## src/rtl/rrc_pkg.sv

```systemverilog
// Package with the shared constants and cell word types of the raw-to-Celsius unit.
`timescale 1ns / 1ps

package rrc_pkg;

	// Widths of the datapath words.
	localparam int NUM_W   = 128;
	localparam int DEN_W   = 62;
	localparam int OFS_W   = 64;
	localparam int Y_W     = 25;
	localparam int Y2_W    = 50;
	localparam int Y3_W    = 75;
	localparam int INNER_W = 100;

	// Fixed-point constants of the conversion.
	localparam logic signed [41:0] GAIN_UNIT      = 42'sd1638400;
	localparam logic signed [24:0] GAIN_SLOPE_Q14 = 25'sd8344371;
	localparam logic signed [17:0] CAM_REF_CK     = 18'sd32000;
	localparam logic signed [17:0] OFFSET_BIAS_CK = 18'sd200;
	localparam logic [23:0]        K_Q32          = 24'd9716679;
	localparam logic [17:0]        RAW_SCALE      = 18'd250000;
	localparam int                 RAW_SHIFT_BASE = 55;
	localparam logic signed [25:0] KELVIN_ZERO_CK = 26'sd27315;
	localparam logic signed [25:0] OUT_MAX_WIDE   = 26'sd8388607;
	localparam logic [23:0]        OUT_MAX        = 24'd8388607;

	// Word handed from one divider cell to the next.
	typedef struct packed {
		logic [DEN_W-1:0] rem;
		logic [NUM_W-1:0] nq;
		logic [DEN_W-1:0] den;
		logic [OFS_W-1:0] offset;
		logic             neg;
		logic             gzero;
	} div_word_t;

	// Word handed from one root cell to the next.
	typedef struct packed {
		logic [Y_W-1:0]     y;
		logic [Y2_W-1:0]    y2;
		logic [Y3_W-1:0]    y3;
		logic [INNER_W-1:0] y4;
		logic [INNER_W-1:0] inner;
		logic               invalid;
		logic               sat;
	} root_word_t;

endpackage

```

## src/rtl/rrc_div_cell.sv

```systemverilog
// One restoring division cell: produces one quotient bit per item.
`timescale 1ns / 1ps

module rrc_div_cell (
	input  logic                clk,
	input  logic                arst_n,
	input  logic                en,
	input  logic                valid_in,
	input  rrc_pkg::div_word_t  word_in,
	output logic                valid_q,
	output rrc_pkg::div_word_t  word_q
);

	logic [rrc_pkg::DEN_W:0] trial;
	logic                    fits;
	rrc_pkg::div_word_t      word_next;

	// Shift the next numerator bit into the remainder and try the subtract.
	always_comb begin
		trial = {word_in.rem, word_in.nq[rrc_pkg::NUM_W-1]};
		fits = trial >= {1'b0, word_in.den};
		word_next = word_in;
		if (fits) begin
			word_next.rem = rrc_pkg::DEN_W'(trial - {1'b0, word_in.den});
		end else begin
			word_next.rem = trial[rrc_pkg::DEN_W-1:0];
		end
		word_next.nq = {word_in.nq[rrc_pkg::NUM_W-2:0], fits};
	end

	// Valid bit of the cell.
	always_ff @(posedge clk or negedge arst_n) begin
		if (!arst_n) begin
			valid_q <= 1'b0;
		end else if (en) begin
			valid_q <= valid_in;
		end
	end

	// Payload of the cell.
	always_ff @(posedge clk) begin
		if (en) begin
			word_q <= word_next;
		end
	end

endmodule

```

## config.mk

```make
export PLATFORM = sky130hd
export DESIGN_NAME = rrc_div_cell
export DESIGN_NICKNAME = d
export VERILOG_FILES = /design/src/rtl/rrc_pkg.sv /design/src/rtl/rrc_div_cell.sv
export SDC_FILE = /design/constraint.sdc
export NUM_CORES = 1
export LEC_CHECK = 0
export ABC_AREA = 1
export BUFFER_PORTS_ARGS = -buffer_cell sky130_fd_sc_hd__clkbuf_2
export CAP_MARGIN = 20
export CORE_AREA = 2 2 248 250
export DETAILED_ROUTE_END_ITERATION = 10
export DIE_AREA = 0 0 250 252
export SYNTH_ARGS = -nofsm -noshare
export SYNTH_HDL_FRONTEND = slang
export SYNTH_SLANG_ARGS = --single-unit
```

## constraint.sdc

```tcl
create_clock -name clk -period 0.9 [get_ports clk]
set_input_delay 0.045 -clock clk [delete_from_list [all_inputs] [get_ports clk]]
set_output_delay 0.045 -clock clk [all_outputs]
set_load 0.05 [all_outputs]
```

* After elaboration in Yosys (flattened, before gate mapping)
Index checks and enable logic that the tools add are counted.
Widths: inputs -> output; s select.
** Word-level totals
- Register bits :: 319
- Memories :: 0
- RAM bits :: 0
- Word-level logic and storage cells :: 10
- Bits in latches :: 0
- Bits in read-only memories :: 0
** Operators by class
- Multiplexer cells :: 1
- Shift-type cells :: 0
- Eq/ne operators :: 0
- $lt $le $gt $ge :: 1
- Multipliers :: 0
- $add $sub $neg :: 1
- Reductions and logical operators :: 0
- Div/mod/pow operators :: 0
- Bitwise operators :: 0
** Operators by type and width (number)
- $ge 63x62->1 :: 1
- $mux 62 :: 1
- $sub 62x62->62 :: 1

* Depth between registers and ports, before layout
- Depth after elaboration :: 2
- Depth in mapped cells :: 17
- Depth with buffers taken out :: 17

* Worst setup path before layout
OpenSTA, ideal clock, no wires.
- Path kind :: input port to flip-flop
- Start :: in word_in[120] in the netlist's numbering
- End :: reg word_q[314] in the netlist's numbering, data pin
- Data arrival time :: 1581 ps
- Stages on the path :: 13
- Required time :: 647 ps
- Slack :: -934 ps
- Buffers on the path :: 1
- Cell sequence :: inv_1 ha_1 nand2_1 inv_1 a21oi_1 nand2_1 nand2_1 nand2_1 a21oi_1 nand3_4 buf_6 nand3_1 nand2_1
** RTL lines
- start: declaration :: RTL line rrc_div_cell.sv:9 : input rrc_pkg::div_word_t word_in,
- end signal: assignment :: RTL line rrc_div_cell.sv:43 : word_q <= word_next;
- end: declaration :: RTL line rrc_div_cell.sv:11 : output rrc_pkg::div_word_t word_q

==> impl_metrics.json <==
{
  "swShare_pct": 34.67,
  "dpl.cell_count": 3561,
  "synth_top_cell_area_share_pct": 57.94,
  "worstSkewPairLatency_ns": 0.57,
  "p_leak_nw": 15.17,
  "instances_no_fill": 3992,
  "core_area_um2": 60130,
  "reg2reg_slack_ns": 0.13,
  "powerDensity_nw_per_um2": 1727,
  "io_buffers": 640,
  "fin_ws_ns": -0.6365,
  "worst_clock_skew_ns": 0,
  "synth-edff-count": 318,
  "tritoncts": "yes",
  "status": "finished with violations",
  "synth-compound-area-share_pct": 1.427,
  "period_share_pct": 170.7,
  "synth.area.mux_share_pct": 0.06832,
  "routabilityCongestion": 0.9852,
  "fp-row-count": 90,
  "htree_levels": 2,
  "synth.avg_cell_area_um2": 8.938,
  "die_y_um": 252,
  "clkSinkCount": 319,
  "first_pass_iters": 5,
  "grt_pass1_vias": 18040,
  "synthArstFlopShare_pct": 0.3135,
  "grt_max_degree": 32,
  "synth.distinct_cells": 30,
  "yosysWarnings": 0,
  "p_sw_w": 0.01850,
  "gr-total-overflow": 0,
  "yosysTopAreaCell": "edfxtp_1",
  "p_int_w": 0.03485,
  "ys_seq_area_share_pct": 58.09,
  "grt.total_usage_pct": 27.00,
  "cts.clk_slew.worst_paths_ns": 0.06,
  "failed_checks": "setup timing",
  "fill_cells": 5600,
  "drv_cap": 0,
  "critPathKind": "primary input to flop",
  "clockBufferDepth": 3,
  "synth_fa_ha_area_share_pct": 4.904,
  "hold_violations": 0,
  "worstPathArrival_ns": 1.86,
  "power.share.clock_pct": 31.6,
  "ir_drop_mv": 1.481,
  "setup_viol": 535,
  "power_frac_seq_pct": 35.0,
  "finalNetCount": 3558,
  "ys_ff_latch": 319,
  "cts_buffers": 39,
  "vias": 17730,
  "antenna_found_initial": 16,
  "netlist_area_um2": 16480,
  "grt_pass1_wl_mm": 122.3,
  "drt_wl_total_mm": 87.43,
  "drive_gt1_share_pct": 44.96,
  "syn_to_final_growth_pct": 87.38,
  "die-width_um": 250,
  "syn_nets": 2230,
  "ant_nets": 0,
  "worst_ep_required_time_ns": 1.22,
  "dp_hpwl_mm": 70.54,
  "yosysMostFrequentCell": "nand2_1",
  "end_kind": "flop",
  "startpoint_type": "primary input",
  "rsz0062_at_grt": "true",
  "syn_inst": 1844,
  "synth-xor-area-share_pct": 1.594,
  "finalMaxSlewViolations": 0,
  "max_freq_mhz": 650.8,
  "seq_area_um2": 9575,
  "synth_top_family_by_area": "simple AND/OR/NAND/NOR gates",
  "io_pins": 641,
  "floorplan.initialDensity_pct": 27.41,
  "min_path_type": "primary input to flop",
  "post_drt_wl_per_cell_um": 21.90,
  "holdWs_ns": 0.03074,
  "post-route-drc-count": 0,
  "yosys-top-cells-count": "667 x nand2_1, 376 x inv_1, 318 x edfxtp_1, 151 x nand3_1, 111 x nor2_1",
  "multiInputGateArea_um2": 7355,
  "period_needed_ns": 1.537,
  "yosys.area_share.simple_pct": 24.42,
  "p_comb_share_pct": 33.4,
  "slew_headroom_pct": 62.52,
  "fp.dieArea_um2": 63000,
  "cp_max_fo": 15,
  "yosys-top-cells-area": "edfxtp_1 58%, nand2_1 15%, inv_1 8.6%, ha_1 4.8%, nand3_1 4.6%",
  "tightest_slew_ns": 0.5603,
  "drt-initial-drc-count": 993,
  "post_drt_via_cell_ratio": 4.441,
  "cts_root_buf": "clkbuf_16",
  "synth_flop_cell": "edfxtp_1"
}
-- stage by stage --
stage / setup WS, ns / TNS [ns] / power [W] / area (um^2) / util, %
finish: -0.6365 / -165.33 / 0.05335 / 30880 / 51.36
global placement: -1.458 / -88.57 / 0.03424 / 24780 / 41.21
CTS: -0.6181 / -183.12 / 0.05323 / 30260 / 50.32
global route: -0.6880 / -188.64 / 0.05540 / 30880 / 51.35
detailed placement: -1.453 / -89.72 / 0.03428 / 24780 / 41.21
floorplan: -0.7499 / -46.10 / 0.02764 / 17810 / -
-- logic make-up after synthesis --
family,after synthesis
AND/OR/NAND/NOR,983
buffers and inverters,401
flip-flops,319
adder cells (fa/ha/maj),64
AO/OA/AOI/OAI,46
XOR/XNOR,30
multiplexers,1
-- placed cells by master (no fill, tap or decap), drive strengths merged --
cell,netlist,routed
clkinv,0,11
dlygate4sd3,0,328
dfrtp,1,1
diode,0,7
inv,383,385
bufinv,0,6
nand2,673,673
or2,2,2
fa,1,1
nand3b,2,2
nor2,118,118
nor4,4,4
buf,18,389
and2,5,5
nand4,16,16
edfxtp,318,318
a21oi,37,37
ha,63,63
and3,1,1
nand3,152,152
clkinvlp,0,3
xnor2,1,1
o21ai,7,7
xor2,29,29
clkbuf,0,638
nor3,10,10
mux2,1,1
o21bai,1,1
a21o,1,1
-- power groups by stage --
stage	Combinational (W)	Clock (W)	Sequential [W]
after floorplan	0.00407	0	0.0236
after global placement	0.0154	0	0.0189
after detailed placement	0.0154	0	0.0189
after CTS	0.0173	0.0173	0.0186
after global routing	0.0188	0.0178	0.0188
final	0.0178	0.0169	0.0187
-- worst paths after layout --
| check | to | from | cells past startpoint |
|---|---|---|---|
| max | word_q[315]$_DFFE_PP_ | word_in[99] | 17 |
| min | word_q[87]$_DFFE_PP_ | en | 3 |
| max reg2reg | valid_q$_DFFE_PN0P_ | valid_q$_DFFE_PN0P_ | 1 |
| min reg2reg | valid_q$_DFFE_PN0P_ | valid_q$_DFFE_PN0P_ | 1 |
| max in group asynchronous | valid_q$_DFFE_PN0P_ | arst_n | 3 |
| min in group asynchronous | valid_q$_DFFE_PN0P_ | arst_n | 3 |
-- worst max-delay path: stages --
cell	delay [ns]
clkbuf_2	0.10
inv_2	0.05
ha_4	0.27
nand2_4	0.10
inv_1	0.04
nand2_1	0.07
nand2_2	0.09
nand2_2	0.07
nand2_1	0.07
nand2_1	0.09
nand2_2	0.08
a21oi_4	0.18
nand3_4	0.11
buf_4	0.16
buf_12	0.15
nand3_2	0.10
nand2_1	0.06
-- flip-flops by register name, summed over array words and instances (netlist names) --
| register | count |
|---|---|
| word_q | 318 |
| valid_q | 1 |
-- cell type report --
cell class,count,area share [%]
repair buffers,1305,32.88
flip-flops and latches,319,31.00
multi-input cells,1124,23.81
inverters,383,4.683
clock buffers,50,3.492
well taps,782,3.168
clock inverters,22,0.9075
diodes,7,0.05672
-- routing by layer --
metal	vias up	GRT usage (%)	wire length, um
met2	599	48.87	44180
met4	16	11.80	4329
met3	179	5.994	5172
met5	-	0	106
li1	8524	-	-
met1	8411	30.44	33630
-- what timing repair did --
item | CTS | global route
gates cloned | 2 | 2
buffers inserted | 14 | 10
endpoints found under the setup margin | 382 | 540
hold endpoints to repair | 388 | 0
gates resized for setup | 173 | 219
pin swaps | 11 | 37
hold buffers | 329 | 0
(Power assumes the default switching activity.)
