--- src/rtl/rrc_pkg.sv ---
// Package with the shared constants and cell word types of the raw-to-Celsius unit.
`timescale 1ns / 1ps

package rrc_pkg;

	// Widths of the datapath words.
	localparam int NUM_W   = 128;
	localparam int DEN_W   = 62;
	localparam int OFS_W   = 64;
	localparam int Y_W     = 25;
	localparam int Y2_W    = 50;
	localparam int Y3_W    = 75;
	localparam int INNER_W = 100;

	// Fixed-point constants of the conversion.
	localparam logic signed [41:0] GAIN_UNIT      = 42'sd1638400;
	localparam logic signed [24:0] GAIN_SLOPE_Q14 = 25'sd8344371;
	localparam logic signed [17:0] CAM_REF_CK     = 18'sd32000;
	localparam logic signed [17:0] OFFSET_BIAS_CK = 18'sd200;
	localparam logic [23:0]        K_Q32          = 24'd9716679;
	localparam logic [17:0]        RAW_SCALE      = 18'd250000;
	localparam int                 RAW_SHIFT_BASE = 55;
	localparam logic signed [25:0] KELVIN_ZERO_CK = 26'sd27315;
	localparam logic signed [25:0] OUT_MAX_WIDE   = 26'sd8388607;
	localparam logic [23:0]        OUT_MAX        = 24'd8388607;

	// Word handed from one divider cell to the next.
	typedef struct packed {
		logic [DEN_W-1:0] rem;
		logic [NUM_W-1:0] nq;
		logic [DEN_W-1:0] den;
		logic [OFS_W-1:0] offset;
		logic             neg;
		logic             gzero;
	} div_word_t;

	// Word handed from one root cell to the next.
	typedef struct packed {
		logic [Y_W-1:0]     y;
		logic [Y2_W-1:0]    y2;
		logic [Y3_W-1:0]    y3;
		logic [INNER_W-1:0] y4;
		logic [INNER_W-1:0] inner;
		logic               invalid;
		logic               sat;
	} root_word_t;

endpackage

--- src/rtl/rrc_root_cell.sv ---
// One fourth-root cell: decides one bit of the root from running powers.
`timescale 1ns / 1ps

module rrc_root_cell #(
	parameter int BIT = 0
) (
	input  logic                clk,
	input  logic                arst_n,
	input  logic                en,
	input  logic                valid_in,
	input  rrc_pkg::root_word_t word_in,
	output logic                valid_q,
	output rrc_pkg::root_word_t word_q
);

	localparam int IW = rrc_pkg::INNER_W;

	logic [IW-1:0]       yw;
	logic [IW-1:0]       y2w;
	logic [IW-1:0]       y3w;
	logic [IW-1:0]       one;
	logic [IW-1:0]       c2;
	logic [IW-1:0]       c3;
	logic [IW-1:0]       c4;
	rrc_pkg::root_word_t word_next;

	// Powers of the candidate y + 2^BIT from the powers of y, by shifts and adds.
	always_comb begin
		yw  = IW'(word_in.y);
		y2w = IW'(word_in.y2);
		y3w = IW'(word_in.y3);
		one = IW'(1);
		c2 = y2w + (yw << (BIT + 1)) + (one << (2 * BIT));
		c3 = y3w + (y2w << BIT) + (y2w << (BIT + 1)) + (yw << (2 * BIT))
			+ (yw << (2 * BIT + 1)) + (one << (3 * BIT));
		c4 = word_in.y4 + (y3w << (BIT + 2)) + (y2w << (2 * BIT + 1))
			+ (y2w << (2 * BIT + 2)) + (yw << (3 * BIT + 2)) + (one << (4 * BIT));
		word_next = word_in;
		if (c4 <= word_in.inner) begin
			word_next.y  = word_in.y | (rrc_pkg::Y_W'(1) << BIT);
			word_next.y2 = c2[rrc_pkg::Y2_W-1:0];
			word_next.y3 = c3[rrc_pkg::Y3_W-1:0];
			word_next.y4 = c4;
		end
	end

	// Valid bit of the cell.
	always_ff @(posedge clk or negedge arst_n) begin
		if (!arst_n) begin
			valid_q <= 1'b0;
		end else if (en) begin
			valid_q <= valid_in;
		end
	end

	// Payload of the cell.
	always_ff @(posedge clk) begin
		if (en) begin
			word_q <= word_next;
		end
	end

endmodule

--- config.mk ---
export PLATFORM = sky130hd
export DESIGN_NAME = rrc_root_cell
export DESIGN_NICKNAME = d
export VERILOG_FILES = /design/src/rtl/rrc_pkg.sv /design/src/rtl/rrc_root_cell.sv
export SDC_FILE = /design/constraint.sdc
export NUM_CORES = 1
export LEC_CHECK = 0
export BUFFER_PORTS_ARGS = -buffer_cell sky130_fd_sc_hd__buf_2
export CORE_AREA = 2 2 272 274
export CTS_CLUSTER_DIAMETER = 40
export CTS_CLUSTER_SIZE = 12
export DETAILED_ROUTE_END_ITERATION = 12
export DIE_AREA = 0 0 274 276
export PLACE_DENSITY = 0.68
export SETUP_SLACK_MARGIN = 0.4
export SLEW_MARGIN = 20
export SYNTH_ARGS = -nofsm -noshare
export SYNTH_HDL_FRONTEND = slang
export SYNTH_SLANG_ARGS = --single-unit
--- constraint.sdc ---
create_clock -name clk -period 0.9 [get_ports clk]
set_clock_uncertainty 0.1 [all_clocks]
set_input_delay 0.135 -clock clk [delete_from_list [all_inputs] [get_ports clk]]
set_output_delay 0.135 -clock clk [all_outputs]
set_load 0.02 [all_outputs]
# Yosys cells after proc, flatten, opt, wreduce, memory -nomap -nowiden
# Cells that the tools add are included.
dict set report op_classes {
  addsub 12
  n_lt_le_gt_ge 1
  mux 1
}
# cell count
set op_table {}
lappend op_table {{225-bit two-way mux} 1}
lappend op_table {{100-bit by 1-bit adder with 100-bit output (second input constant)} 1}
lappend op_table {{100-bit by 27-bit adder with 100-bit output} 1}
lappend op_table {{100-bit by 51-bit adder with 100-bit output} 1}
lappend op_table {{100-bit by 52-bit adder with 100-bit output} 1}
lappend op_table {{100-bit by 77-bit adder with 100-bit output} 1}
lappend op_table {{100-bit <= comparator} 1}
lappend op_table {{75-bit by 1-bit adder with 75-bit output (second input constant)} 1}
lappend op_table {{75-bit by 25-bit adder with 75-bit output} 1}
lappend op_table {{75-bit by 26-bit adder with 75-bit output} 1}
lappend op_table {{75-bit by 50-bit adder with 75-bit output} 1}
lappend op_table {{75-bit by 51-bit adder with 75-bit output} 1}
lappend op_table {{50-bit by 1-bit adder with 50-bit output (second input constant)} 1}
lappend op_table {{50-bit by 26-bit adder with 50-bit output} 1}
dict set report word_totals {
  reg_bits 353
  in_bits 356
  out_inout_bits 353
  word_cells 23
}

# Depth between registers and ports, before layout
# Gate-level depths: netlist of run 1.
dict set report depth {
  depth_word 7
  mapped_depth 33
}

# Least setup slack after synthesis of run 1
# OpenSTA, ideal clock, no wires.
dict set report synth_timing {
  path_kind {input-to-reg}
  start {input port word_in[106] in the netlist's numbering}
  end {register word_q[311] in the netlist's numbering (data pin)}
  setup_time_ns 0.259
  t_arrival_ns 6.655
  required_time_ns 0.541
  path_slack_ns -6.114
  cell_stages 30
  path_cell_list {inv_1 fa_1 inv_1 fa_1 inv_1 fa_1 inv_1 fa_1 a211oi_1 o211a_1 o31a_1 and4bb_2 o2111ai_1 a31oi_1 o31ai_1 clkbuf_1 nand2b_1 nor2_1 xor2_1 ha_1 nand4_1 nor4_1 nand4_1 nor4_2 nor2_1 o2bb2ai_2 or3b_1 buf_6 nor3_4 xnor2_1}
}
# element line
set synth_rtl {}
lappend synth_rtl {{start, declared} rrc_root_cell.sv:11} ;# input rrc_pkg::root_word_t word_in,
lappend synth_rtl {{end signal, assigned} rrc_root_cell.sv:59} ;# word_q <= word_next;
lappend synth_rtl {{end, declared} rrc_root_cell.sv:13} ;# output rrc_pkg::root_word_t word_q

==> results of run 1 <==
-- critical path: cells and delay by family --
kind / cells / cell delay (ns)
fa+ha+maj: 5 / 2.09
compound gates: 8 / 2.04
simple gates: 6 / 1.28
buf+inv: 11 / 1.25
mux: 1 / 0.29
xor+xnor: 1 / 0.10
-- area by class of cell --
| type | count | area, µm² | share of cell area, % |
|---|---|---|---|
| Clock buffer | 64 | 1500 | 2.94 |
| Sequential cell | 353 | 10600 | 20.8 |
| Antenna cell | 16 | 40.0 | 0.0786 |
| Tap cell | 959 | 1200 | 2.36 |
| Inverter | 311 | 1170 | 2.30 |
| Timing Repair Buffer | 1822 | 13900 | 27.3 |
| Clock inverter | 41 | 404 | 0.794 |
| Multi-Input combinational cell | 2403 | 22100 | 43.4 |
-- sequential cells by signal (all words and copies together) (netlist names) --
name / flops
valid_q: 1
word_q: 352
-- power breakdown --
| group | total [mW] | internal (mW) | switching (mW) |
|---|---|---|---|
| clock | 22.1 | 13.1 | 9.03 |
| sequential | 24.3 | 22.6 | 1.67 |
| combinational | 89.8 | 42.5 | 47.3 |
-- repair_timing --
action	4_1_cts	5_1_grt
hold endpoints to repair	402	376
pin swaps	61	56
resized for setup	294	374
cloned	9	13
buffers inserted	45	22
setup endpoints to repair	580	596
-- layer usage --
metal / part of all wire, % / vias to the layer above
met1: 40 / 15861
met5: 0.017 / -
met2: 47 / 1726
met4: 5.7 / 4
li1: - / 14959
met3: 8.1 / 419
-- cell families after synthesis --
family | count (synthesis) | synth area share [%]
and+or+nand+nor | 768 | 11.1
AOI/OAI and AO/OA | 716 | 13.8
adders and majority gates | 642 | 29.9
buffers and inverters | 405 | 4.79
DFF | 353 | 32.6
xor gates and xnor gates | 224 | 6.03
muxes | 53 | 1.83
-- cell usage after synthesis (all sizes together), types with 31 or more instances --
library cell	instances
and3	31
clkbuf	66
a21o	109
nand4	72
nand3	61
xnor2	132
nand2	290
inv	311
o21ai	167
fa	225
nor2	175
xor2	92
mux2	51
nor3	34
ha	417
a21oi	242
edfxtp	352
-- how the worst min path moves through the flow --
stage | from | to | slack (ns) | depth (start not counted)
final | word_in[21] | word_q[21]$_DFFE_PP_ | -0.39 | 1
after global routing | word_in[9] | word_q[9]$_DFFE_PP_ | -0.40 | 1
after CTS | word_in[9] | word_q[9]$_DFFE_PP_ | -0.41 | 1
after detailed placement | arst_n | valid_q$_DFFE_PN0P_ | -0.19 | 1
after global placement | arst_n | valid_q$_DFFE_PN0P_ | -0.19 | 1
after floorplan | arst_n | valid_q$_DFFE_PN0P_ | -0.26 | 0
==> metrics.yaml, run 1 <==
global_routing:
  grt_pass1_vias: 32987
  gr-max-usage-layer: "met2"
  grt_pass1_wl_um: 193000
  antenna_found_initial: 18
  grt_max_degree: 31
  overflow: 0
  grt_util_met1_pct: 42.7
  grt_usage_pct: 33.4
  use_met3_pct: 5.45
  grtUsageMet2_pct: 55.1
sta:
  finalWorstSetupSlack_ns: -6.05
  fin_crit_ns: 6.95
  period_share_pct: 773
  max-slew-margin-rel_pct: 57.7
  max_freq_ghz: 0.144
  hold_viol: 373
  worstMarginPinSlew_ns: 0.628
  hold_ws_ns: -0.391
  finalSetupViolCount: 580
  tns_ns: -1515.53
  rsz0062_at_grt: "true"
  maxSlewViolCount: 0
yosys:
  syn-cell-area_um2: 32500
  async_flop_share_pct: 0.283
  ys_top_cells_by_area: "edfxtp_1 (32%), ha_1 (16%), fa_1 (14%)"
  synth_top_cell_by_area: "edfxtp_1"
  synth.top_cell.area_share_pct: 32.5
  yosysUniqueCellTypes: 78
  yosys_most_used_dff: "edfxtp_1"
  synth_nets: 4159
  synth-seq-area-share_pct: 32.6
  synth_edf_count: 352
  ys_warn_count: 0
  syn_inst: 3161
  ys_ff_latch: 353
  synth.avg_cell_area_um2: 10.3
floorplan:
  row_count: 99
  start_util_pct: 44.8
  dieHeight_um: 276
  io_pins: 709
  die_w_um: 274
  core_area_um2: 72600
  fp.dieArea_um2: 75600
clocking:
  cts_tree: "done"
  path_clk_slew_ns: 0.05
  cts_buffers: 58
  clock-sinks: 353
  cts-root-buf: "clkbuf_16"
  cts_hold_buf: 20
  cts_buffer_depth: 3
  clkLatencyLatePin_ns: 0.63
  cts.htree.levels: 2
power_and_ir_drop:
  p_total_mw: 136
  power.density_nw_per_um2: 2670
  leakagePower_nw: 25.0
  irDropWorstVdd_v: 0.00205
place:
  portBuffers: 708
  dp.cells: 5739
  post-dp-hpwl_um: 106000
  place_area_um2: 45300
  pre_cts_ws_ns: -7.17
  routabilityCongestion: 0.996
worst_hold_path:
  hp-class: "in2reg"
critical_path:
  reg2reg_from: "valid_q$_DFFE_PN0P_"
  setup.worst_path.end_class: "register"
  crit_top_cell: "buf_12"
  worstSetupEndpoint: "word_q[290]$_DFFE_PP_"
  crit_required_ns: 1.16
  cp-start-kind: "input pin"
  worst_path_max_delay_cell: "fa_1"
  r2r_setup_slack_ns: 0
  worstSetupStartpoint: "word_in[106]"
  slowest_delay_ns: 0.60
  path_max_fanout: 8
  path_class: "in2reg"
  reg2reg_to: "valid_q$_DFFE_PN0P_"
  critPathArrivalTime_ns: 7.22
  rr_worst_depth: 1
routing:
  drtIter0Drc: 2582
  wl_per_cell_um: 22.4
  vias: 32969
  drc: 0
  detail-route-antenna-nets: 0
  vias_per_cell: 5.52
  drt_first_pass_iters: 7
  wl_um: 134000
outcome:
  status: "finished with violations"
  violations: "negative hold slack, negative setup slack"
finish:
  final_cell_mix: "buf_4 (983), buf_2 (575), ha_1 (413)"
  final_common_cell: "buf_4"
  nFillCells: 5161
  instances_no_fill: 5969
  final_area_um2: 50900
  syn2layout_area_growth_pct: 56.5
  fin_util_pct: 70.2
  nNetsFinal: 5947
  post_route_cells_drive_above_1_share_pct: 44.5
job:
  drv_cap: 0
No activity file was read; power rests on OpenSTA's default activity.
==> run 2: changes to the inputs <==
- CORE_AREA: 2 2 272 274 -> unset
- CORE_ASPECT_RATIO: unset -> 0.7
- CORE_MARGIN: unset -> 2
- CORE_UTILIZATION: unset -> 35
- DIE_AREA: 0 0 274 276 -> unset
- PLACE_DENSITY: 0.68 -> unset
- SKIP_CTS_REPAIR_TIMING: unset -> 1
- SLEW_MARGIN: 20 -> 30
==> run 2 against run 1 <==
  * Non-clock buffer count grew 23
  * The run still ends with negative hold slack, negative setup slack left
  * Sequential share of layout area grew 0.45 points
  * Total power down 1.2%
  * Sequential cell count did not move
  * Critical path type unchanged
  * Global-route usage down 7.0 points
  * Utilization fell by 16 points
==> metrics.yaml, run 2 (same netlist as run 1, synthesis figures left out) <==
floorplan:
  die_w_um: 368  # was 274 µm
  start_util_pct: 35.4  # was 44.8%
  row_count: 93  # was 99
  fp.dieArea_um2: 95500  # was 75600 µm²
  core_area_um2: 92000  # was 72600 µm²
  io_pins: 709  # unchanged
  dieHeight_um: 259  # was 276 µm
finish:
  regMostFlops: "word_q"  # unchanged
  nFillCells: 8128  # was 5161
  final_common_cell: "buf_4"  # unchanged
  final_cell_mix: "buf_4 (1021), buf_2 (705), ha_1 (414)"  # was buf_4 (983), buf_2 (575), ha_1 (413)
  largestRegisters: "word_q x352, valid_q x1"  # unchanged
  area.sequential_um2: 10600  # unchanged
  multi_input_area_um2: 21600  # was 22100 µm²
  fin_util_pct: 54.2  # was 70.2%
  largest_register_ffs: 352  # unchanged
  syn2layout_area_growth_pct: 53.2  # was 56.5%
  nNetsFinal: 5967  # was 5947
  instances_no_fill: 6252  # was 5969
  post_route_cells_drive_above_1_share_pct: 43.0  # was 44.5%
critical_path:
  path_max_fanout: 11  # was 8
  cp-start-kind: "input pin"  # unchanged
  path_class: "in2reg"  # unchanged
  slowest_delay_ns: 0.53  # was 0.60 ns
  crit_required_ns: 1.15  # was 1.16 ns
  setup.worst_path.end_class: "register"  # unchanged
  crit_top_cell: "buf_4"  # was buf_12
  worst_path_max_delay_cell: "fa_1"  # unchanged
  critPathArrivalTime_ns: 7.29  # was 7.22 ns
sta:
  fin_crit_ns: 7.04  # was 6.95 ns
  max_freq_ghz: 0.142  # was 0.144 GHz
  period_share_pct: 782  # was 773%
  rsz0062_at_grt: "true"  # unchanged
  worstMarginPinSlew_ns: 0.779  # was 0.628 ns
  finalWorstSetupSlack_ns: -6.14  # was -6.05 ns
  tns_ns: -1516.63  # was -1515.53 ns
  hold_viol: 340  # was 373
  hold_ws_ns: -0.372  # was -0.391 ns
  max-slew-margin-rel_pct: 47.6  # was 57.7%
  maxSlewViolCount: 0  # unchanged
  finalSetupViolCount: 579  # was 580
global_routing:
  antenna_found_initial: 12  # was 18
  grt_max_degree: 54  # was 31
  overflow: 0  # unchanged
  grt_pass1_wl_um: 189000  # was 193000 µm
  grt_usage_pct: 26.4  # was 33.4%
  grt_pass1_vias: 30869  # was 32987
routing:
  drc: 0  # unchanged
  vias: 31663  # was 32969
  vias_per_cell: 5.06  # was 5.52
  wl_um: 134000  # about the same
  wl_per_cell_um: 21.4  # was 22.4 µm
  drtIter0Drc: 2668  # was 2582
  detail-route-antenna-nets: 0  # unchanged
  drt_first_pass_iters: 5  # was 7
place:
  pre_cts_ws_ns: -6.99  # was -7.17 ns
  post-dp-hpwl_um: 112000  # was 106000 µm
  routabilityCongestion: 0.971  # was 0.996
  portBuffers: 708  # unchanged
  dp.cells: 6050  # was 5739
power_and_ir_drop:
  p_total_mw: 135  # was 136 mW
  power.density_nw_per_um2: 2700  # was 2670 nW/µm²
  irDropWorstVdd_v: 0.00146  # was 0.00205 V
  leakagePower_nw: 24.6  # was 25.0 nW
clocking:
  path_clk_slew_ns: 0.06  # was 0.05 ns
  cts_buffers: 55  # was 58
  cts_tree: "done"  # unchanged
  cts-root-buf: "clkbuf_16"  # unchanged
  clock-sinks: 353  # unchanged
  clkLatencyLatePin_ns: 0.59  # was 0.63 ns
  cts.htree.levels: 2  # unchanged
  cts_buffer_depth: 3  # unchanged
outcome:
  status: "finished with violations"  # unchanged
  violations: "negative hold slack, negative setup slack"  # unchanged
worst_hold_path:
  hp-class: "in2reg"  # unchanged
job:
  drv_cap: 0  # unchanged
run 2: changes by cell type in the layout (fill, tap and decap cells not counted), sizes merged:
| cell | before | now |
|---|---|---|
| clkinv | 16 | 7 |
| diode | 16 | 4 |
| inv | 327 | 329 |
| bufinv | 3 | 8 |
| buf | 1793 | 1800 |
| clkinvlp | 6 | 4 |
| dlygate4sd3 | 20 | 36 |
run 2: stage by stage:
stage                     hold slack (ns)  area, µm²
after floorplan                    -0.261      33300
after global placement             -0.188      45900
after detailed placement           -0.187      45900
after CTS                          -0.845      47900
after global routing               -0.404      49800
final                              -0.372      49800
run 2: worst paths after layout:
check | start | end | slack [ns] | depth (start not counted)
min reg2reg | valid_q$_DFFE_PN0P_ | valid_q$_DFFE_PN0P_ | 0.41 | 1
max | word_in[106] | word_q[311]$_DFFE_PP_ | -6.14 | 34
min | word_in[17] | word_q[17]$_DFFE_PP_ | -0.37 | 1
min in group asynchronous | arst_n | valid_q$_DFFE_PN0P_ | -0.19 | 2
max in group asynchronous | arst_n | valid_q$_DFFE_PN0P_ | 0.80 | 2
max reg2reg | valid_q$_DFFE_PN0P_ | valid_q$_DFFE_PN0P_ | 0.04 | 1
run 2: metal layers:
metal	up-vias	routed length (µm)	part of all wire (%)	track usage, %
met5	-	51	0.038	0
li1	14987	-	-	-
met1	15244	59100	44	37.6
met2	1249	57900	43	40.1
met4	8	3260	2.4	5.92
met3	175	13500	10	7.23
run 2: worst max-delay path, delay by kind of cell:
family / cells / cell delay (ns)
buffers and inverters: 10 / 1.16
and+or+nand+nor: 10 / 2.07
xor gates and xnor gates: 2 / 0.22
adders and majority gates: 5 / 2.19
AOI/OAI and AO/OA: 7 / 1.44
run 2: power breakdown:
| group | leakage [nW] | internal, mW | total [mW] | switching (mW) |
|---|---|---|---|---|
| Sequential | 3.45 | 22.6 | 23.6 | 1.06 |
| Clock | 0.926 | 13.9 | 22.5 | 8.68 |
| Combinational | 20.2 | 40.9 | 88.3 | 47.4 |
| Total | 24.6 | 77.4 | 135 | 57.1 |
run 2: cell type report:
| type | instances | share of cell area, % |
|---|---|---|
| Multi-Input combinational cell | 2403 | 43.3 |
| Timing Repair Buffer | 1845 | 26.1 |
| Sequential cell | 353 | 21.3 |
| Tap cell | 1235 | 3.10 |
| Clock buffer | 64 | 2.85 |
| Inverter | 311 | 2.34 |
| Clock inverter | 37 | 0.994 |
| Antenna cell | 4 | 0.0201 |
